[src/sv/bwa_queue.sv]
// Small register queue between the front and back parts.
`default_nettype none
module bwa_queue #(
  parameter int WIDTH = 32,
  parameter int DEPTH = 2
) (
  input  wire logic             clk,
  input  wire logic             rst,
  input  wire logic             wr_valid,
  output logic                  wr_ready,
  input  wire logic [WIDTH-1:0] wr_data,
  output logic                  rd_valid,
  input  wire logic             rd_ready,
  output logic [WIDTH-1:0]      rd_data
);
  localparam int PTR_W = (DEPTH > 1) ? $clog2(DEPTH) : 1;
  localparam int CNT_W = $clog2(DEPTH + 1);

  logic [WIDTH-1:0] mem [0:DEPTH-1];
  logic [PTR_W-1:0] wr_ptr;
  logic [PTR_W-1:0] rd_ptr;
  logic [CNT_W-1:0] count;
  logic             push;
  logic             pop;

  assign wr_ready = (count != CNT_W'(DEPTH));
  assign rd_valid = (count != '0);
  assign rd_data  = mem[rd_ptr];
  assign push     = wr_valid && wr_ready;
  assign pop      = rd_valid && rd_ready;

  always_ff @(posedge clk) begin
    if (push) begin
      mem[wr_ptr] <= wr_data;
    end
  end

  always_ff @(posedge clk) begin
    if (rst) begin
      wr_ptr <= '0;
      rd_ptr <= '0;
      count  <= '0;
    end else begin
      if (push) begin
        wr_ptr <= (wr_ptr == PTR_W'(DEPTH - 1)) ? '0 : wr_ptr + 1'b1;
      end
      if (pop) begin
        rd_ptr <= (rd_ptr == PTR_W'(DEPTH - 1)) ? '0 : rd_ptr + 1'b1;
      end
      if (push && !pop) begin
        count <= count + 1'b1;
      end else if (pop && !push) begin
        count <= count - 1'b1;
      end
    end
  end
endmodule
`default_nettype wire

[config.mk]
export PLATFORM = sky130hd
export DESIGN_NAME = bwa_queue
export DESIGN_NICKNAME = d
export VERILOG_FILES = /design/src/sv/bwa_queue.sv
export SDC_FILE = /design/constraint.sdc
export NUM_CORES = 1
export LEC_CHECK = 0
export BUFFER_PORTS_ARGS = -buffer_cell sky130_fd_sc_hd__buf_2
export CORE_AREA = 5 5 81 83
export DETAILED_ROUTE_END_ITERATION = 10
export DIE_AREA = 0 0 86 88
export GPL_TIMING_DRIVEN = 0
export HOLD_SLACK_MARGIN = 0.05
export PLACE_DENSITY = 0.68
export SETUP_SLACK_MARGIN = 0.4
export SLEW_MARGIN = 30
export SYNTH_ARGS = -nofsm -noshare
export SYNTH_HDL_FRONTEND = slang
export SYNTH_SLANG_ARGS = --single-unit
[constraint.sdc]
create_clock -name clk -period 1.71 [get_ports clk]
set_input_delay 0.342 -clock clk [delete_from_list [all_inputs] [get_ports clk]]
set_output_delay 0.342 -clock clk [all_outputs]
set_load 0.05 [all_outputs]
Word level (Yosys, flattened, before mapping)

Memory sizes are Yosys's and may differ from the RTL's. A register that Yosys moved wholly into a read port is not among the register bits.
Cells that the tools add are included.
W data, S select, Z words.

RAM bits: 64
Bits in latches: 0
Memories kept: 1
Output and inout bits: 34
Input port bits: 36
Logic and storage cells: 25
Memory bits (read-only): 0
Register bits after elaboration: 4

Memory list:

| memory | words | bits a word | rd ports | clocked after Yosys merged registers in | write ports | RTL line | RTL |
|---|---|---|---|---|---|---|---|
| mem    | 2     | 32          | 1        | 1                                       | 1           | 19       | `logic [WIDTH-1:0] mem [0:DEPTH-1];` |

Bitwise gates (word level): 0
Multiplexer cells: 8
Multiply operators: 0
Shift operators: 0
Reductions and logical operators: 8
Add/sub/neg operators: 4
Div/mod/pow operators: 0
Order comparisons: 0
Equality and inequality tests: 1

Operators by type and width:

| cell                  | count |
|---|---|
| $mux W1               | 6 |
| $logic_and A1 B1 Y1   | 4 |
| $mux W2               | 2 |
| $reduce_bool A2 Y1    | 2 |
| $add A1 B1 Y1 const B | 2 |
| $add A2 B1 Y2 const B | 1 |
| $logic_not A1 Y1      | 2 |
| $ne A2 B2 Y1 const B  | 1 |
| $sub A2 B1 Y2 const B | 1 |

Longest topological paths before layout

Gate-level depths: netlist (run 1).

Depth after elaboration: 6
Depth in mapped cells: 6
Mapped depth without buffers: 6

Least setup slack after synthesis (run 1)

No wires, ideal clock.

Path type: register to register
Start: reg count[0]
End: mem mem[1][0] (enable)
Path buffers: 0
Setup time: 0.392 ns
Period minus slack after synthesis: 2.204 ns
Slack: -0.494 ns
Arrival: 1.812 ns
Stages on the path, launching flop included: 3
Cell sequence: dfxtp_1 -> nand2b_1 -> and3_1

Longest elaborated chain between the ends: 4

Ends and longest elaborated chain:

| what                          | RTL line | RTL |
|---|---|---|
| from (decl)                   | 22       | `logic [CNT_W-1:0] count;` |
| from (signal assigned)        | 51       | `count <= count + 1'b1;` |
| from (signal assigned)        | 53       | `count <= count - 1'b1;` |
| $ne A2 B2 Y1                  | 26       | `assign wr_ready = (count != CNT_W'(DEPTH));` |
| via wr_ready                  | 10       | `output logic wr_ready,` |
| $logic_and A1 B1 Y1           | 29       | `assign push = wr_valid && wr_ready;` |
| $mux W1                       | 33       | `if (push) begin` |
| $mux W1 (not written as such) | 34       | `mem[wr_ptr] <= wr_data;` |
| to (decl)                     | 19       |  |

The timed path passes the listed nets, and every way through them passes these cells.

==> results of run 1 <==
## power by group through the flow
stage | clock network, W | logic (W) | registers, W
2_1_floorplan | 0 | 0.00186 | 0.00221
3_3_place_gp | 0 | 0.00222 | 0.00222
3_5_place_dp | 0 | 0.00225 | 0.00225
4_1_cts | 0.00122 | 0.00297 | 0.00221
5_1_grt | 0.00130 | 0.00333 | 0.00224
6_report | 0.00118 | 0.00320 | 0.00222
## sequential cells by signal, summed over array words and instances (netlist names), named ones only
name,cells
rd_ptr,1
count,2
mem,64
wr_ptr,1
## per-layer routing
metal | global-route usage (%) | vias to the layer above | share of wire, %
met2 | 24.7 | 46 | 55
li1 | - | 690 | -
met1 | 15.6 | 736 | 38
met3 | 5.46 | 13 | 5.2
met4 | 7.34 | 0 | 2.2
met5 | 0 | - | 0
## per-stage QoR
step / hold WS, ps / setup TNS [ps] / cells / total power [W] / area, µm²
after CTS: 177 / -2130 / 298 / 0.00640 / 3750
final: 197 / -1430 / 306 / 0.00660 / 3900
after floorplan: 407 / 0 / 124 / 0.00408 / 2710
after global placement: 487 / -119 / 268 / 0.00445 / 3140
after global routing: 172 / -3060 / 306 / 0.00687 / 3900
after detailed placement: 489 / -1900 / 268 / 0.00449 / 3140
## worst max-delay path: stages, from the launching register on
cell and delay (ps):
dfxtp_2 340, buf_12 150, clkbuf_16 160, mux2_4 300, buf_6 150
## cell type report
class                   count  area [µm²]
multi-input cells          53         667
well taps                  75        93.8
clock buffers              15         176
flip-flops and latches     69        2030
clock inverters             1        5.00
repair buffers             87         836
repair inverters            1        7.51
inverters                   1        7.51
plain buffers               4        80.1
fillers                   396        1880
## what timing repair did
item,in CTS,in global routing
pin swaps,2,1
setup endpoints to repair,100,88
gates cloned,3,5
resized for setup,91,13
buffers inserted,11,3
## cell families (layout without fill, tap and decap cells)
kind of cell / count (synthesis) / after routing / share of synthesized area [%]
buf+inv: 5 / 109 / 0.941
flops: 69 / 69 / 80.1
simple gates: 9 / 12 / 1.98
fa+ha+maj: 1 / 1 / 0.495
compound gates: 5 / 5 / 1.19
xor+xnor: 3 / 3 / 1.04
mux: 32 / 32 / 14.3
## placed cells by master, fill, tap and decap left out
cell / netlist / final
edfxtp_1: 64 / 64
buf_6: 0 / 36
buf_2: 3 / 35
mux2_4: 0 / 32
clkbuf_8: 0 / 12
buf_8: 0 / 7
buf_12: 0 / 5
and3_4: 0 / 4
clkbuf_16: 0 / 4
buf_4: 0 / 4
xor2_1: 3 / 3
nor2_1: 3 / 3
clkbuf_1: 0 / 3
clkinvlp_4: 0 / 2
a21oi_1: 2 / 2
dfxtp_2: 0 / 2
dfxtp_1: 5 / 2
nand2b_4: 0 / 1
and2_4: 0 / 1
or2_4: 0 / 1
o21ai_2: 0 / 1
nand3b_1: 1 / 1
a21bo_2: 1 / 1
o21ai_0: 2 / 1
or3_1: 1 / 1
ha_4: 0 / 1
clkinv_2: 0 / 1
dfxtp_4: 0 / 1
## worst paths after layout
path	end	slack, ps	startpoint	cells after the start
min	mem[1][25]	200	wr_data[25]	1
max	rd_data[18]	-60	register	4
min reg2reg	register	540	rd_ptr	2
max reg2reg	count[1]	160	count[0]	7
==> impl_metrics.ini, run 1 <==
[run_status]
status = finished with violations
violations = negative setup slack

[timing]
relSlewSlack_pct = 82.3
tightest_slew_ps = 266
slew_viol_final = 0
hold_viol = 0
finClkSkew_ps = 6.48
rsz0062_at_grt = yes
worst_slack_ps = -61.2
setup_viol = 32
fmax_ghz = 0.565
min_period_over_period_pct = 104
min_period_ps = 1770

[cts]
clockBufferDepth = 2
htreeDepth = 3
clkLatencyLatePin_ps = 330
path_clk_slew_ps = 60
cts_root_buf = clkbuf_8
cts_tree = yes
cts_hold_buf = 0
clkSinkCount = 69
cts_inserted_buffers = 9

[drt]
drt_wl_total_mm = 5.46
drtIter0Drc = 93
drtAntennaViolNets = 0
vias_per_cell = 4.85
dr.pass1.iters = 4
vias = 1485
wire_per_inst_um = 17.8
drc = 0

[floorplanning]
ioPinCount = 70
start_util_pct = 43.7
coreArea_um2 = 5780
dieArea_um2 = 7570
die_h_um = 88
die_w_um = 86
rows = 28

[synth]
synth-main-ff-cell = edfxtp_1
synthArstFlopShare_pct = 0
netlist_area_um2 = 2520
yosysMostFrequentCell = edfxtp_1
yosysWarnings = 0
synth_cells = 124
synth.top_cell.area_share_pct = 76.1
synthTopCellsByArea = edfxtp_1 (76%), mux2_2 (13%), dfxtp_1 (4.0%)
ys_ff_latch = 69
synth-edff-count = 64
synth_top_area_cell = edfxtp_1
synth_fp_nets = 161
ys_seq_area_share_pct = 80.1
synth_cell_types = 19
synthTopCellsByCount = edfxtp_1 (64), mux2_2 (30), dfxtp_1 (5)
synth_area_per_cell_um2 = 20.4

[global_route]
grt_max_degree = 17
grt_pass1_wl_mm = 7.95
gr-usage-all-layers_pct = 14.4
grt_pass1_vias = 1641
grt_overflow = 0
antenna_found_initial = 0

[worst_setup_path]
critPathLaunchType = register
crit_fanout = 8
cp-end-kind = output pin
crit_type = register to output pin
crit_required_ps = 1370
cp.arrival_ps = 1430

[pwr]
power_frac_seq_pct = 33.6
power_density_nw_per_um2 = 1690
pwr-share-comb_pct = 48.5
peakVddDrop_v = 0.00106
switchingPower_w = 0.00230
p_leak_nw = 1.55
swShare_pct = 34.9
p_int_w = 0.00430
clkPwrFrac_pct = 17.9

[final_layout]
diodes = 0
num-nets-final = 263
final_core_util_pct = 67.5
area_growth_pct = 54.5
drive_gt1_share_pct = 65.4

[worst_hold_path]
hp-class = primary input to register

[place]
hpwl_mm = 3.11
io_buffer_count = 69
place_congestion = 0.725
dpl_worst_slack_ps = -60.5

[flow_run]
maxCapViolations = 0
Note: power is estimated with default switching activity, not from simulation.
==> run 2: changes to the inputs <==
- clock period: 1.71 -> 1.6 ns (I/O delays scaled with it)
==> run 2 against run 1 <==
Effect of this change: the flow still finishes with violations (negative setup slack); final cell count unchanged; die area did not move; worst hold slack worse by 18 ps; critical path depth unchanged; sequential cell count unchanged; largest power group unchanged; highest routed layer unchanged.
==> impl_metrics.ini, run 2 (synthesis results as in run 1) <==
[final_layout]
final_common_cell = edfxtp_1
top_regs = mem x64, count x2
drive_gt1_share_pct = 66.2
postLayoutCellArea_um2 = 3910
fill_cells = 388
diodes = 0
num-nets-final = 264
largest_reg_flops = 64
multiInputGateArea_um2 = 699
regArea_um2 = 2030
final_cell_mix = edfxtp_1 (64), buf_6 (38), buf_2 (35), mux2_4 (32), clkbuf_8 (9)
max_flop_register = mem
area_growth_pct = 54.8

[worst_setup_path]
cp-end-kind = output pin
path_delay_family = buffers and inverters
reg2reg_from = count[0]
crit_type = register to output pin
critPathLaunchType = register
worstSetupEndpoint = rd_data[2]
cpMaxStageDelayCell = dfxtp_2
timing.critical_path.buf_inv = 3
crit_fanout = 10
cp_num_cells = 4
r2r_end = count[1]
r2r_cells = 6
path_cells = buf_8, buf_12, mux2_4, buf_6
cp.arrival_ps = 1410
crit_required_ps = 1280
r2r_slack_ps = 110
max_stage_delay_ps = 330

[floorplanning]
die_h_um = 88
die_w_um = 86
coreArea_um2 = 5780
dieArea_um2 = 7570
ioPinCount = 70
start_util_pct = 43.7
rows = 28

[timing]
tightest_slew_ps = 209
setup_viol = 31
slew_viol_final = 0
min_period_ps = 1730
worst_slack_ps = -130
min_period_over_period_pct = 108
relSlewSlack_pct = 85.9
hold_viol = 0
rsz0062_at_grt = yes
fmax_ghz = 0.578
finClkSkew_ps = 4.40

[global_route]
grt_overflow = 0
antenna_found_initial = 0
gr-usage-all-layers_pct = 15.2
grt_pass1_vias = 1686
grt_pass1_wl_mm = 8.32
grt_max_degree = 17

[pwr]
power.total_w = 0.00697
peakVddDrop_v = 0.00139
p_leak_nw = 1.54
power_density_nw_per_um2 = 1780

[run_status]
status = finished with violations
violations = negative setup slack

[cts]
clockBufferDepth = 2
htreeDepth = 3
cts_hold_buf = 0
path_clk_slew_ps = 60
cts_tree = yes
clkLatencyLatePin_ps = 320
clkSinkCount = 69
cts_root_buf = clkbuf_8
cts_inserted_buffers = 9

[drt]
drc = 0
vias = 1488
drt_wl_total_mm = 5.67
drtAntennaViolNets = 0
dr.pass1.iters = 4
drtIter0Drc = 125
vias_per_cell = 4.86
wire_per_inst_um = 18.5

[worst_hold_path]
hp-class = primary input to register
hp-start = wr_data[19]

[place]
hpwl_mm = 3.24
place_area_um2 = 3140
io_buffer_count = 69
place_congestion = 0.699

[flow_run]
maxCapViolations = 0
-- run 2: routing by layer --
| layer | GRT usage (%) | up-vias | routed length (µm) |
|---|---|---|---|
| met5 | 0 | - | 0 |
| met3 | 4.23 | 13 | 270 |
| met2 | 28.0 | 47 | 3140 |
| met4 | 8.49 | 0 | 162 |
| li1 | - | 695 | - |
| met1 | 15.3 | 733 | 2100 |
-- run 2: timing repair --
| action | in CTS | in global routing |
|---|---|---|
| pin swaps | 4 | 5 |
| endpoints found under the setup margin | 100 | 101 |
| setup buffers | 13 | 3 |
| cloned | 3 | 4 |
| resized for setup | 94 | 13 |
| endpoints found under the hold margin | 0 | 0 |
-- run 2: how the worst min path moves through the flow --
| stage | endpoint | slack, ps | cells after the start |
|---|---|---|---|
| floorplan | count[0] | 380 | 1 |
| global placement | rd_ptr | 490 | 2 |
| detailed placement | register | 500 | 2 |
| CTS | mem[0][8] | 160 | 1 |
| global route | mem[0][7] | 160 | 1 |
| finish | mem[1][19] | 180 | 1 |
-- run 2: layout make-up --
| cell class | count | area share, % |
|---|---|---|
| timing repair inverter | 1 | 0.192 |
| clock buffer | 11 | 3.36 |
| buffer | 4 | 1.92 |
| clock inverter | 4 | 0.416 |
| sequential | 69 | 52.0 |
| multi-input combinational | 53 | 17.9 |
| tap | 75 | 2.40 |
| timing repair buffer | 88 | 21.6 |
| inverter | 1 | 0.192 |
-- run 2: through the flow --
step / setup slack (ps) / TNS (ps) / util, % / hold WS, ps / instances
floorplan: 23.4 / 0 / - / 385 / 124
CTS: -165 / -4800 / 65.2 / 159 / 299
finish: -130 / -3670 / 67.6 / 179 / 306
global placement: -92.6 / -2930 / 54.4 / 487 / 268
detailed placement: -208 / -7990 / 54.4 / 504 / 268
global route: -181 / -5170 / 67.6 / 156 / 306
-- run 2: power by group --
group	leakage, nW	switching, W	internal, W
Combinational	0.825	0.00183	0.00165
Clock	0.0757	0.000557	0.000536
Sequential	0.641	0.000110	0.00228
Total	1.54	0.00250	0.00447
==> run 3: changes to the inputs <==
- SETUP_SLACK_MARGIN: 0.4 -> 0.1
==> run 3 against run 2 <==
Effect of this change: the run still ends with negative setup slack left; cell area shrank 2.8%; clock power grew 15%; die area is the same; worst hold slack gained 3.9 ps; register-to-register slack gained 50 ps; critical path depth is the same; largest cell class unchanged; largest power group unchanged.
==> impl_metrics.ini, run 3 (synthesis results as in run 1) <==
[run_status]
status = finished with violations
violations = negative setup slack

[drt]
drtAntennaViolNets = 0
drc = 0
vias_per_cell = 4.79
dr.pass1.iters = 4
drtIter0Drc = 69
drt_wl_total_mm = 4.90
wire_per_inst_um = 16.8
vias = 1399

[floorplanning]
dieArea_um2 = 7570
rows = 28
die_w_um = 86
start_util_pct = 43.7
ioPinCount = 70
coreArea_um2 = 5780
die_h_um = 88

[final_layout]
diodes = 0
largest_reg_flops = 64
num-nets-final = 251
fill_cells = 400
final_cell_mix = edfxtp_1 (64), buf_2 (36), mux2_4 (29), buf_8 (26), clkbuf_8 (9)
max_flop_register = mem
drive_gt1_share_pct = 63.1
top_regs = mem x64, count x2
final_common_cell = edfxtp_1
area_growth_pct = 50.4

[global_route]
grt_pass1_wl_mm = 7.10
antenna_found_initial = 0
grt_overflow = 0
grt_pass1_vias = 1421
gr-usage-all-layers_pct = 12.9
grt_max_degree = 33

[pwr]
swShare_pct = 34.6
power_frac_seq_pct = 34.2
clkPwrFrac_pct = 18.1
power_density_nw_per_um2 = 1830
pwr-share-comb_pct = 47.7
switchingPower_w = 0.00240
power.total_w = 0.00693
peakVddDrop_v = 0.00125
p_leak_nw = 1.48
p_int_w = 0.00454

[worst_setup_path]
r2r_end = count[1]
r2r_slack_ps = 160
critPathLaunchType = register
crit_required_ps = 1280
crit_fanout = 8
reg2reg_from = count[0]
cp.arrival_ps = 1430
crit_type = register to output pin
cp-end-kind = output pin
r2r_cells = 6

[timing]
relSlewSlack_pct = 69.7
setup_viol = 32
rsz0062_at_grt = yes
tightest_slew_ps = 455
fmax_ghz = 0.572
hold_viol = 0
min_period_ps = 1750
min_period_over_period_pct = 109
worst_hold_slack_ps = 183
finClkSkew_ps = 5.08
slew_viol_final = 0
worst_slack_ps = -150

[worst_hold_path]
hold_depth = 1
hp-start = wr_data[11]
hold_end = mem[1][11]
hp-class = primary input to register

[cts]
clockBufferDepth = 2
cts_hold_buf = 0
clkSinkCount = 69
cts_inserted_buffers = 9
cts_root_buf = clkbuf_8
clkLatencyLatePin_ps = 320
path_clk_slew_ps = 70
cts_tree = yes
htreeDepth = 3

[place]
place_congestion = 0.635
hpwl_mm = 2.85
io_buffer_count = 69

[flow_run]
maxCapViolations = 0
run 3: stage by stage:
| stage | instances | cell area, µm² | setup slack, ps | setup TNS (ps) | util [%] |
|---|---|---|---|---|---|
| global placement | 268 | 2990 | -174 | -6910 | 51.8 |
| CTS | 287 | 3480 | -196 | -5600 | 60.3 |
| finish | 292 | 3800 | -150 | -4140 | 65.7 |
| detailed placement | 268 | 2990 | -177 | -6750 | 51.8 |
| global route | 292 | 3800 | -209 | -6000 | 65.7 |
| floorplan | 124 | 2550 | 23.4 | 0 | - |
run 3: cell type report:
class	count	area [µm²]	share of cell area [%]
timing repair buffer	78	786	20.7
buffer	4	80.1	2.11
sequential	69	2030	53.5
clock inverter	3	38.8	1.02
clock buffer	11	131	3.46
multi-input combinational	50	622	16.4
tap	75	93.8	2.47
inverter	1	7.51	0.198
timing repair inverter	1	7.51	0.198
run 3: power by group through the flow:
stage / registers (W) / logic [W] / clock network [W]
after floorplan: 0.00236 / 0.00170 / 0
after global placement: 0.00237 / 0.00213 / 0
after detailed placement: 0.00238 / 0.00214 / 0
after CTS: 0.00235 / 0.00274 / 0.00129
after global routing: 0.00240 / 0.00345 / 0.00136
final: 0.00237 / 0.00331 / 0.00125
run 3: worst max-delay path by stage:
| stage | end | cells after the start |
|---|---|---|
| floorplan | mem[0][0] | 3 |
| global placement | mem[0][22] | 3 |
| detailed placement | mem[0][31] | 3 |
| CTS | rd_data[9] | 4 |
| global route | rd_data[2] | 4 |
| finish | rd_data[2] | 4 |
run 3: layer usage:
layer | wire, µm | vias to the layer above | GRT usage [%]
li1 | - | 657 | -
met1 | 1990 | 683 | 14.9
met2 | 2500 | 48 | 21.3
met3 | 276 | 11 | 3.86
met4 | 128 | 0 | 7.77
met5 | 0 | - | 0
run 3: critical path, stage by stage (launching register included):
cell and delay, ps:
dfxtp_2 340, buf_12 150, clkbuf_16 160, mux2_4 310
buf_8 150
run 3: what timing repair did:
item	CTS	global route
pin swaps	1	1
hold endpoints to repair	0	0
endpoints found under the setup margin	98	61
setup buffers	4	3
gates cloned	1	3
resized for setup	90	58
