===== src/sv/bwa_pkg.sv =====
// Shared types, codes and the quarter-wave cosine table for the block window applier.
`default_nettype none
package bwa_pkg;

  localparam int COS_DEPTH = 256;
  localparam int COS_BITS  = 8;

  localparam longint unsigned Q30_ONE     = 64'd1073741824;
  localparam longint unsigned HALF_PI_Q30 = 64'd1686629713;

  // Configuration register indexes
  localparam logic REG_WINDOW_TYPE  = 1'b0;
  localparam logic REG_BLOCK_LENGTH = 1'b1;

  localparam int CFG_DATA_WIDTH = 13;

  // Window codes
  localparam logic [1:0] WIN_RECT     = 2'd0;
  localparam logic [1:0] WIN_HANN     = 2'd1;
  localparam logic [1:0] WIN_HAMMING  = 2'd2;
  localparam logic [1:0] WIN_BLACKMAN = 2'd3;

  // floor(y / 25) = (y * DIV25_MUL) >> DIV25_SHIFT for y below 2^22
  localparam int DIV25_SHIFT = 29;
  localparam logic [24:0] DIV25_MUL = 25'd21474837;

  typedef logic [30:0] rom_t [0:COS_DEPTH];

  typedef enum logic [3:0] {
    B_IDLE,
    B_DIV,
    B_LOOK,
    B_INTERP,
    B_COMB,
    B_NUM,
    B_SCALE,
    B_MUL,
    B_WRITE
  } back_state_t;

  // Restoring long division, used only while the table is built
  function automatic longint unsigned udiv64(longint unsigned num, longint unsigned den);
    longint unsigned q;
    longint unsigned rm;
    q = '0;
    rm = '0;
    for (int b = 63; b >= 0; b--) begin
      rm = {rm[62:0], num[b]};
      if (rm >= den) begin
        rm = rm - den;
        q[b] = 1'b1;
      end
    end
    return q;
  endfunction

  // Q1.30 cos over a quarter turn, truncated Taylor series
  function automatic rom_t build_rom();
    rom_t t;
    longint unsigned x;
    longint unsigned x2;
    longint unsigned term;
    longint sum;
    bit stop;
    for (int k = 0; k <= COS_DEPTH; k++) begin
      x = (HALF_PI_Q30 * longint'(k)) >> COS_BITS;
      x2 = (x * x) >> 30;
      term = Q30_ONE;
      sum = longint'(Q30_ONE);
      stop = 1'b0;
      for (int n = 0; n < 12; n++) begin
        if (!stop) begin
          term = (term * x2) >> 30;
          term = udiv64(term, longint'((2 * n + 1) * (2 * n + 2)));
          if (term == 0) begin
            stop = 1'b1;
          end else if ((n & 1) == 0) begin
            sum = sum - longint'(term);
          end else begin
            sum = sum + longint'(term);
          end
        end
      end
      if (sum < 0) sum = 0;
      if (sum > longint'(Q30_ONE)) sum = longint'(Q30_ONE);
      t[k] = 31'(sum);
    end
    return t;
  endfunction

endpackage
`default_nettype wire


===== src/sv/bwa_front.sv =====
// Front part: configuration registers, block position tracking and queue entry build.
`default_nettype none
module bwa_front #(
  parameter int MAX_BLOCK    = 4096,
  parameter int SAMPLE_WIDTH = 16,
  parameter int POS_WIDTH    = 12
) (
  input  wire logic                                     clk,
  input  wire logic                                     rst,
  input  wire logic                                     cfg_we,
  input  wire logic                                     cfg_index,
  input  wire logic [bwa_pkg::CFG_DATA_WIDTH-1:0]       cfg_data,
  input  wire logic                                     in_valid,
  output logic                                          in_ready,
  input  wire logic signed [SAMPLE_WIDTH-1:0]           sample,
  output logic                                          q_valid,
  input  wire logic                                     q_ready,
  output logic [3+2*POS_WIDTH+SAMPLE_WIDTH-1:0]         q_data
);
  localparam int NW = POS_WIDTH + 1;
  localparam int LW = (NW > bwa_pkg::CFG_DATA_WIDTH) ? NW : bwa_pkg::CFG_DATA_WIDTH;

  logic [1:0]                          win_sel;
  logic [bwa_pkg::CFG_DATA_WIDTH-1:0]  block_length;
  logic [POS_WIDTH-1:0]                position_index;
  logic [POS_WIDTH-1:0]                position_index_next;
  logic [LW-1:0]                       blk_n;
  logic [POS_WIDTH-1:0]                divisor;
  logic [POS_WIDTH-1:0]                pos_eff;
  logic                                last;
  logic                                take;

  always_comb begin
    if (block_length == '0 || LW'(block_length) > LW'(MAX_BLOCK)) begin
      blk_n = LW'(MAX_BLOCK);
    end else begin
      blk_n = LW'(block_length);
    end
    divisor = POS_WIDTH'(blk_n - 1'b1);
    // restart when the block was shortened under the current position
    pos_eff = (LW'(position_index) >= blk_n) ? '0 : position_index;
    last = (pos_eff == divisor);
    position_index_next = last ? '0 : pos_eff + 1'b1;
  end

  assign in_ready = q_ready;
  assign q_valid  = in_valid;
  assign take     = in_valid && q_ready;
  assign q_data   = {win_sel, last, divisor, pos_eff, sample};

  always_ff @(posedge clk) begin
    if (rst) begin
      win_sel        <= '0;
      block_length   <= '0;
      position_index <= '0;
    end else begin
      if (cfg_we) begin
        case (cfg_index)
          bwa_pkg::REG_WINDOW_TYPE:  win_sel <= cfg_data[1:0];
          bwa_pkg::REG_BLOCK_LENGTH: block_length <= cfg_data;
          default: ;
        endcase
      end
      if (take) begin
        position_index <= position_index_next;
      end
    end
  end
endmodule
`default_nettype wire


===== config.mk =====
export PLATFORM = sky130hd
export DESIGN_NAME = bwa_front
export DESIGN_NICKNAME = d
export VERILOG_FILES = /design/src/sv/bwa_pkg.sv /design/src/sv/bwa_front.sv
export SDC_FILE = /design/constraint.sdc
export NUM_CORES = 1
export LEC_CHECK = 0
export ABC_AREA = 1
export ABC_CLOCK_PERIOD_IN_PS = 3500
export BUFFER_PORTS_ARGS = -buffer_cell sky130_fd_sc_hd__buf_2
export CORE_ASPECT_RATIO = 0.7
export CORE_MARGIN = 2
export CORE_UTILIZATION = 40
export DETAILED_ROUTE_END_ITERATION = 10
export PLACE_DENSITY_LB_ADDON = 0.05
export SYNTH_ARGS = -nofsm -noshare
export SYNTH_HDL_FRONTEND = slang
export SYNTH_SLANG_ARGS = --single-unit

===== constraint.sdc =====
create_clock -name clk -period 3.5 [get_ports clk]
set_clock_uncertainty 0.2 [all_clocks]
set_input_delay 0.7 -clock clk [delete_from_list [all_inputs] [get_ports clk]]
set_output_delay 0.7 -clock clk [all_outputs]
set_load 0.03 [all_outputs]

# Word level (Yosys, flattened, before mapping)
# Cells that the tools add are included.
# classes
div_mod_pow,0
n_shift,0
order_cmp,2
n_mul,0
n_bitwise,1
n_reduce_logical,5
add_sub_neg,2
muxes,3
eq_ne,1
# op_table
op,count
two-way mux 12 bit,2
greater-or-equal comparator 12 x 13 -> 1 bit,1
> comparator 13 bit (second input constant),1
zero test 13 bit,1
two-way mux 13 bit,1
adder 12 x 1 -> 12 bit (second input constant),1
equality test 12 bit,1
subtractor 12 x 1 -> 12 bit (second input constant),1
AND reduction 2 bit,2
logical AND 1 bit,1
logical OR 1 bit,1
inverter 1 bit,1
# word_totals
ramBits,0
ff_bits,27
mem_count,0
latch_bits,0
mem_bits_ro,0

# Depth between registers and ports, before layout
# Gate-level depths: netlist (run 1).
# depth
depth_word,7
ltp_mapped,30
ltp_nobuf,27

# Worst setup path after synthesis (run 1)
# OpenSTA, ideal clock, no wires.
# synth_timing
path_kind,register to output
from,register block_length[3] in the netlist's numbering
to,output q_data[40]
arrival_ns,3.424
t_required_ns,2.600
path_slack_ns,-0.824
stages_incl_launch_ff,28
n_path_buf,3
cell_sequence,dfxtp_1 buf_6 nor2_2 nand2_1 nor2_2 nand2_2 nand2_4 nand2_4 buf_6 nand2_1 inv_1 ha_1 nand2_1 nor2_1 nand3_1 nand2_1 nor2_1 nand2_1 nand2_2 nand2_4 nor2_1 nand2_1 nand2_1 nand4_1 nor2_1 nand4_1 nor2_1 buf_4
# synth_lines
element,line,text
start: declaration,bwa_front.sv:24,logic [bwa_pkg::CFG_DATA_WIDTH-1:0] block_length;
start signal: assignment,bwa_front.sv:60,bwa_pkg::REG_BLOCK_LENGTH: block_length <= cfg_data;
> comparator 13 bit or zero test 13 bit (tied branches),bwa_front.sv:34,if (block_length == '0 || LW'(block_length) > LW'(MAX_BLOCK)) begin
logical OR 1 bit *,bwa_front.sv:34,
two-way mux 13 bit *,bwa_front.sv:34,
subtractor 12 x 1 -> 12 bit *,bwa_front.sv:39,divisor = POS_WIDTH'(blk_n - 1'b1);
via q_data[28],bwa_front.sv:18,output logic [3+2*POS_WIDTH+SAMPLE_WIDTH-1:0] q_data
equality test 12 bit *,bwa_front.sv:42,last = (pos_eff == divisor);
end: declaration,bwa_front.sv:18,
# The timed path passes the listed nets; every way through them passes the cells marked *.

# Worst setup path after layout (run 1)
# layout_timing
from,register block_length[1] in the netlist's numbering
to,output q_data[40]
# layout_via
elab_chain_len,6
# layout_lines
element,line,text
> comparator 13 bit or zero test 13 bit (tied branches),bwa_front.sv:34,
logical OR 1 bit,bwa_front.sv:34,
two-way mux 13 bit *,bwa_front.sv:34,
greater-or-equal comparator 12 x 13 -> 1 bit,bwa_front.sv:41,pos_eff = (LW'(position_index) >= blk_n) ? '0 : position_index;
two-way mux 12 bit,bwa_front.sv:41,
equality test 12 bit *,bwa_front.sv:42,
# Mark *: on every way between the ends. The rest lies on a longest branch, timed or not.

==> impl_metrics.py, run 1 <==
metrics = {
    "timing": {
        "finalSetupViolCount": 26,
        "report.final.slew_viol_count": 0,
        "maxSlewHeadroom_pct": 54.62,
        "max_slew.worst_pin.slew_ns": 0.6790,
        "max_freq_ghz": 0.2317,
        "hold_viol": 0,
        "finalCritPeriodShare_pct": 123.3,
        "min_period_ns": 4.315,
        "postLayoutSetupSlackWorst_ns": -0.8154,
        "rsz0062_at_grt": "true",
        "hold_ws_ns": 0.2702,
    },
    "power_and_ir_drop": {
        "internal_power_uw": 681.9,
        "p_per_area_nw_per_um2": 287.2,
        "seq_power_share_pct": 27.0,
        "comb_power_share_pct": 56.7,
        "leakage_uw": 0.002040,
        "switching_power_uw": 524.2,
        "swShare_pct": 43.46,
        "clockPowerShare_pct": 16.3,
        "max-vdd-ir-drop_v": 0.0001594,
    },
    "setup_path": {
        "cp_max_fo": 6,
        "reg2reg_depth": 31,
        "criticalPathCategory": "reg2out",
        "end_kind": "output port",
        "worstSetupStartpointType": "register",
        "cp.required_ns": 2.60,
        "critPathSlowestCell": "dfxtp_2",
        "r2r_end": "position_index[11]$_SDFFE_PP0P_",
        "r2r-start": "block_length[1]$_SDFFE_PP0P_",
        "r2r_setup_slack_ns": -0.52,
        "worst_path_largest_cell_delay_ns": 0.34,
        "worstPathArrival_ns": 3.42,
    },
    "logic_synthesis": {
        "yosysSeqAreaShare_pct": 20.12,
        "yosysWarnings": 0,
        "syn_area_um2": 2686,
        "synth_nets": 477,
        "ys_ff_latch": 27,
        "synth.distinct_cells": 29,
        "syn_avg_cell_area_um2": 6.276,
        "syn_inst": 428,
    },
    "clock_network": {
        "clock_sink_count": 27,
        "clock_latency_ns": 0.28,
        "path_clk_slew_ns": 0.11,
        "cts_buffers": 3,
        "clk_path_buf_depth": 2,
        "root_buffer": "clkbuf_8",
        "cts_tree": "yes",
        "ctsHoldBuffers": 0,
        "h-tree-depth": 1,
    },
    "place": {
        "port-buffer-count": 47,
        "place_inst": 618,
        "placed_cell_area_um2": 3492,
        "pre_cts_ws_ns": -0.7046,
        "dp.final_hpwl_um": 6635,
        "routabilityCongestion": 0.8580,
    },
    "grt": {
        "grt_pass1_wl_um": 14240,
        "grt_max_degree": 28,
        "grt_overflow": 0,
        "grt_pass1_vias": 3044,
        "antenna_found_initial": 0,
        "grt_usage_pct": 24.25,
    },
    "floorplan": {
        "io_pins": 80,
        "die-area_um2": 7398,
        "die_x_um": 102.0,
        "fp-row-count": 24,
        "start_util_pct": 42.20,
        "die_h_um": 72.57,
        "core_um2": 6366,
    },
    "detailed_routing": {
        "wl_met3_um": 567,
        "avgRoutedWirePerCell_um": 13.68,
        "drt_iter0_drc": 140,
        "routed_wl_um": 8891,
        "via_per_inst": 4.960,
        "dr_wl_met2_um": 3897,
        "dr_total_vias": 3224,
        "highest_layer": "met4",
        "drt-met1-wl_um": 4333,
        "ant_nets": 0,
        "drc": 0,
        "drtPass1Iterations": 5,
    },
    "outcome": {
        "failed_checks": "setup timing",
        "status": "finished with violations",
    },
    "layout": {
        "layout.nets": 609,
        "seqCellArea_um2": 548.0,
        "fill_cells": 591,
        "fin_area_um2": 4200,
        "instances_no_fill": 650,
        "multi_input_area_um2": 2047,
        "diodes": 0,
        "fin_util_pct": 65.98,
        "area_delta_synth_final_pct": 56.36,
        "drive_gt1_share_pct": 47.41,
    },
    "worst_hold_path": {
        "hold_path.class": "reg2reg",
        "holdPathEnd": "win_sel[0]$_SDFFE_PP0P_",
        "worstHoldStart": "win_sel[0]$_SDFFE_PP0P_",
        "whs_path_depth": 2,
    },
    "flow_run": {
        "drv_cap": 0,
    },
}
## worst max-delay path by stage
stage / slack [ns] / endpoint / cells after the start / start
2_1_floorplan: -0.35 / q_data[40] / 26 / block_length[3]$_SDFFE_PP0P_
5_1_grt: -1.06 / q_data[40] / 26 / block_length[1]$_SDFFE_PP0P_
3_3_place_gp: -0.67 / q_data[40] / 25 / block_length[1]$_SDFFE_PP0P_
4_1_cts: -0.75 / q_data[40] / 24 / block_length[3]$_SDFFE_PP0P_
3_5_place_dp: -0.70 / q_data[40] / 24 / block_length[10]$_SDFFE_PP0P_
6_report: -0.82 / q_data[40] / 26 / block_length[1]$_SDFFE_PP0P_
## kinds of logic (layout without fill, tap and decap cells)
family | Yosys count | in the layout | share of synthesized area [%]
and+or+nand+nor | 239 | 239 | 41.69
buffers and inverters | 93 | 224 | 16.77
AOI/OAI and AO/OA | 49 | 49 | 12.95
DFF | 27 | 27 | 20.12
adders and majority gates | 14 | 14 | 6.521
xor gates and xnor gates | 6 | 6 | 1.956
## cell usage in the layout (no fill, tap or decap), types with 3 or more instances in the layout
master and n:
dfxtp_2 6, nor2_1 32, nor2_4 12, o21ai_1 3, nand2_4 8, a211oi_1 9, xor2_1 6, nand4_1 7
nand3_2 17, nor2_2 8, ha_4 5, nand2_1 95, nand2_8 3, nand3_4 3, o21ai_0 5, buf_4 99
buf_6 23, a21oi_2 13, clkbuf_8 3, nand3_1 36, nand2_2 18, inv_4 3, buf_2 33, ha_1 9
inv_2 4, dfxtp_1 21, inv_1 56, a21oi_1 11
## final cells by class
| cell class | count | share of cell area [%] |
|---|---|---|
| clock buffers | 4 | 1.072 |
| inverters | 63 | 5.809 |
| multi-input cells | 308 | 48.73 |
| flip-flops and latches | 27 | 13.05 |
| well taps | 91 | 2.711 |
| repair buffers | 157 | 28.63 |
## worst max-delay path, delay by kind of cell, from the launching register on
family                     cells  cell delay (ns)
and+or+nand+nor               19             1.78
AOI/OAI and AO/OA              1             0.18
buffers and inverters          5             0.56
DFF                            1             0.34
adders and majority gates      1             0.28
## what timing repair did
action | CTS | global route
gates resized for setup | 53 | 62
pin swaps | 24 | 33
setup endpoints to repair | 27 | 30
buffers inserted | 18 | 10
## per-layer routing
metal | global-route usage [%] | up-vias
met3 | 4.143 | 8
met1 | 34.81 | 1503
met4 | 4.296 | 0
li1 | - | 1622
met2 | 38.67 | 91
met5 | 0 | -
## flip-flops by register name, summed over array words and instances (netlist names)
name and count:
win_sel 2, block_length 13, position_index 12
## synthesized netlist by cell type
cell type	count	share of area, %
buf_6	4	1.7
o21ai_0	6	1.1
nand4_1	7	1.6
buf_1	3	0.42
xor2_1	6	2.0
a21oi_1	14	2.6
nor2_4	3	1.3
nor2_2	6	1.4
buf_4	19	5.3
nor2_1	43	6.0
a31oi_1	1	0.23
o31ai_4	1	0.79
nand2_4	4	1.7
clkbuf_1	4	0.56
nand3_1	45	8.4
nand3_2	11	4.1
o21ai_2	2	0.65
inv_2	1	0.14
nand2_2	5	1.2
o41ai_1	2	0.65
dfxtp_1	27	20
a21oi_2	10	3.3
ha_1	14	6.5
a21o_1	1	0.28
o31ai_2	1	0.47
nand2_1	115	16
inv_1	62	8.7
a211oi_1	9	2.5
o21ai_1	2	0.37
## power by group through the flow
stage	clock (uW)	combinational (uW)	sequential (uW)
finish	197	684	326
global placement	0	520	331
floorplan	0	368	337
global route	208	734	327
CTS	201	589	325
detailed placement	0	524	332
## metrics by stage
step	setup TNS [ns]	total power (uW)
2_1_floorplan	-0.7074	705.2
3_3_place_gp	-4.048	851.1
3_5_place_dp	-5.175	855.8
4_1_cts	-10.27	1116
5_1_grt	-16.53	1270
6_report	-11.00	1206
(Power assumes the default switching activity.)
==> run 2: changes to the inputs <==
--- a/config.mk
+++ b/config.mk
@@ -8,9 +8,11 @@
 export ABC_AREA = 1
 export ABC_CLOCK_PERIOD_IN_PS = 3500
 export BUFFER_PORTS_ARGS = -buffer_cell sky130_fd_sc_hd__buf_2
+export CELL_PAD_IN_SITES_DETAIL_PLACEMENT = 0
+export CELL_PAD_IN_SITES_GLOBAL_PLACEMENT = 1
 export CORE_ASPECT_RATIO = 0.7
 export CORE_MARGIN = 2
-export CORE_UTILIZATION = 40
+export CORE_UTILIZATION = 32
 export DETAILED_ROUTE_END_ITERATION = 10
 export PLACE_DENSITY_LB_ADDON = 0.05
 export SYNTH_ARGS = -nofsm -noshare
==> run 2 against run 1 <==
  * Via count shrank 1.1%
  * Setup slack improved by 0.15 ns
  * Highest routed layer unchanged
  * The flow still finishes with violations (setup timing)
  * Non-clock buffer count is 9 higher
  * Total power is 11% higher
  * Sequential share of layout area shrank 0.87 points
  * Largest cell class unchanged
  * Utilization is 9.9 points lower
==> impl_metrics.py, run 2 (synthesis gave the netlist of run 1 again) <==
metrics = {
    "setup_path": {
        "worstSetupStartpointType": "register",
        "cp_max_fo": 4,
        "crit_family": "simple AND/OR/NAND/NOR gates",
        "critPathBufInv": 4,
        "criticalPathCategory": "reg2out",
        "cp.required_ns": 2.60,
        "end_kind": "output port",
        "critPathSlowestCell": "dfxtp_2",
        "cpMostUsedCell": "nand2_2",
        "crit_chain": "nor2_4 -> nand2_2 -> nor2_4 -> buf_6 -> nand3_4 -> nand2_4 -> nor2_4 -> inv_1 -> ha_4 -> a21oi_1 -> nand3_1 -> nand2_1 -> nand2_2 -> nand2_4 -> buf_6 -> nand3_4 -> nand2_2 -> nand2_2 -> nor2_2 -> nand4_1 -> nor2_2 -> nand4_1 -> nor2_1 -> buf_4",
        "worstPathArrival_ns": 3.26,
        "worst_path_largest_cell_delay_ns": 0.34,
    },
    "clock_network": {
        "path_clk_slew_ns": 0.08,
        "cts_tree": "yes",
        "ctsHoldBuffers": 0,
        "clock_latency_ns": 0.27,
        "h-tree-depth": 1,
        "root_buffer": "clkbuf_16",
        "clock_sink_count": 27,
        "clk_path_buf_depth": 2,
        "cts_buffers": 3,
    },
    "place": {
        "routabilityCongestion": 0.9059,
        "port-buffer-count": 47,
        "pre_cts_ws_ns": -0.6886,
        "dp.final_hpwl_um": 7205,
        "place_inst": 632,
    },
    "detailed_routing": {
        "drc": 0,
        "dr_total_vias": 3189,
        "avgRoutedWirePerCell_um": 14.22,
        "ant_nets": 0,
        "routed_wl_um": 9515,
        "via_per_inst": 4.767,
        "drt_iter0_drc": 178,
        "drtPass1Iterations": 5,
    },
    "floorplan": {
        "fp-row-count": 27,
        "die_x_um": 113.5,
        "die-area_um2": 9155,
        "core_um2": 8006,
        "die_h_um": 80.66,
        "io_pins": 80,
        "start_util_pct": 33.55,
    },
    "timing": {
        "report.final.slew_viol_count": 0,
        "max_freq_ghz": 0.2402,
        "rsz0062_at_grt": "true",
        "maxSlewHeadroom_pct": 51.57,
        "postLayoutSetupSlackWorst_ns": -0.6639,
        "finalCritPeriodShare_pct": 119.0,
        "finalSetupViolCount": 25,
        "min_period_ns": 4.164,
        "max_slew.worst_pin.slew_ns": 0.7247,
        "hold_viol": 0,
    },
    "grt": {
        "antenna_found_initial": 0,
        "grt_overflow": 0,
        "grt_usage_pct": 21.45,
        "grt_pass1_vias": 3017,
        "grt_pass1_wl_um": 15180,
        "grt_max_degree": 28,
    },
    "layout": {
        "diodes": 0,
        "top_regs": "block_length (13), position_index (12), win_sel (2)",
        "final_common_cell": "buf_4",
        "largest_reg_flops": 13,
        "instances_no_fill": 669,
        "final_cell_mix": "buf_4 (106), nand2_1 (85), inv_1 (56)",
        "layout.nets": 618,
        "area_delta_synth_final_pct": 67.12,
        "top_register": "block_length",
        "drive_gt1_share_pct": 52.11,
    },
    "worst_hold_path": {
        "hold_path.class": "reg2reg",
    },
    "flow_run": {
        "drv_cap": 0,
    },
    "power_and_ir_drop": {
        "internal_power_uw": 788.0,
        "leakage_uw": 0.002127,
        "clockPowerShare_pct": 21.0,
        "p_per_area_nw_per_um2": 299.5,
        "seq_power_share_pct": 24.3,
        "max-vdd-ir-drop_v": 0.0002114,
        "switching_power_uw": 556.4,
        "comb_power_share_pct": 54.7,
        "swShare_pct": 41.39,
    },
    "outcome": {
        "failed_checks": "setup timing",
        "status": "finished with violations",
    },
}
==> run 2: cell count changes in the layout (fill, tap and decap cells not counted), moves of 4 or more <==
cell	before	now
nand2_1	95	85
buf_4	99	106
nand2_2	18	24
nand3_1	36	31
nand2_4	8	12
nand3_2	17	21
==> run 2: worst paths after layout <==
kind | cells past startpoint | end | from | slack [ns]
hold / removal | 2 | win_sel[0]$_SDFFE_PP0P_ | win_sel[0]$_SDFFE_PP0P_ | 0.27
setup reg to reg | 28 | position_index[11]$_SDFFE_PP0P_ | block_length[1]$_SDFFE_PP0P_ | -0.30
hold reg to reg | 2 | win_sel[0]$_SDFFE_PP0P_ | win_sel[0]$_SDFFE_PP0P_ | 0.27
setup / recovery | 24 | q_data[40] | block_length[1]$_SDFFE_PP0P_ | -0.66
==> run 2: final cells by class <==
type / instances / area [um^2]
Tap cell: 101 / 126.4
Timing Repair Buffer: 166 / 1289
Clock buffer: 4 / 78.83
Inverter: 63 / 249.0
Multi-Input combinational cell: 308 / 2200
Fill cell: 762 / 3517
Sequential cell: 27 / 546.8
==> run 2: metal layers <==
layer | track usage [%] | up-vias | part of all wire [%]
met5 | 0 | - | 0
met4 | 4.146 | 0 | 1.4
met3 | 3.396 | 14 | 4.8
met2 | 32.99 | 99 | 42
met1 | 31.51 | 1435 | 51
li1 | - | 1641 | -
==> run 2: timing repair <==
item,in CTS,in global routing
pin swaps,33,47
endpoints found under the setup margin,27,34
setup buffers,24,14
resized for setup,81,72
cloned,0,0
==> run 2: power groups by stage <==
stage / clock network [uW] / logic (uW) / registers [uW]
after global routing: 302 / 791 / 328
after global placement: 0 / 544 / 332
after CTS: 292 / 644 / 326
after floorplan: 0 / 368 / 337
after detailed placement: 0 / 546 / 332
final: 283 / 735 / 327
==> run 2: per-stage QoR <==
| step | hold slack (ns) | utilization (%) | power, uW | area [um^2] | TNS, ns |
|---|---|---|---|---|---|
| floorplan | 0.2546 | - | 705.2 | 2745 | -0.7074 |
| global placement | 0.2497 | 44.46 | 876.0 | 3560 | -5.780 |
| detailed placement | 0.2533 | 44.46 | 878.4 | 3560 | -5.921 |
| CTS | 0.2706 | 51.60 | 1261 | 4131 | -5.103 |
| global route | 0.2894 | 56.07 | 1421 | 4489 | -12.36 |
| finish | 0.2657 | 56.07 | 1344 | 4489 | -6.483 |
==> run 2: worst reg2reg max path, delay by kind of cell (launching register included) <==
family / cells / cell delay (ns)
buf+inv: 8 / 0.97
compound gates: 3 / 0.56
flops: 1 / 0.34
fa+ha+maj: 1 / 0.21
simple gates: 16 / 1.45
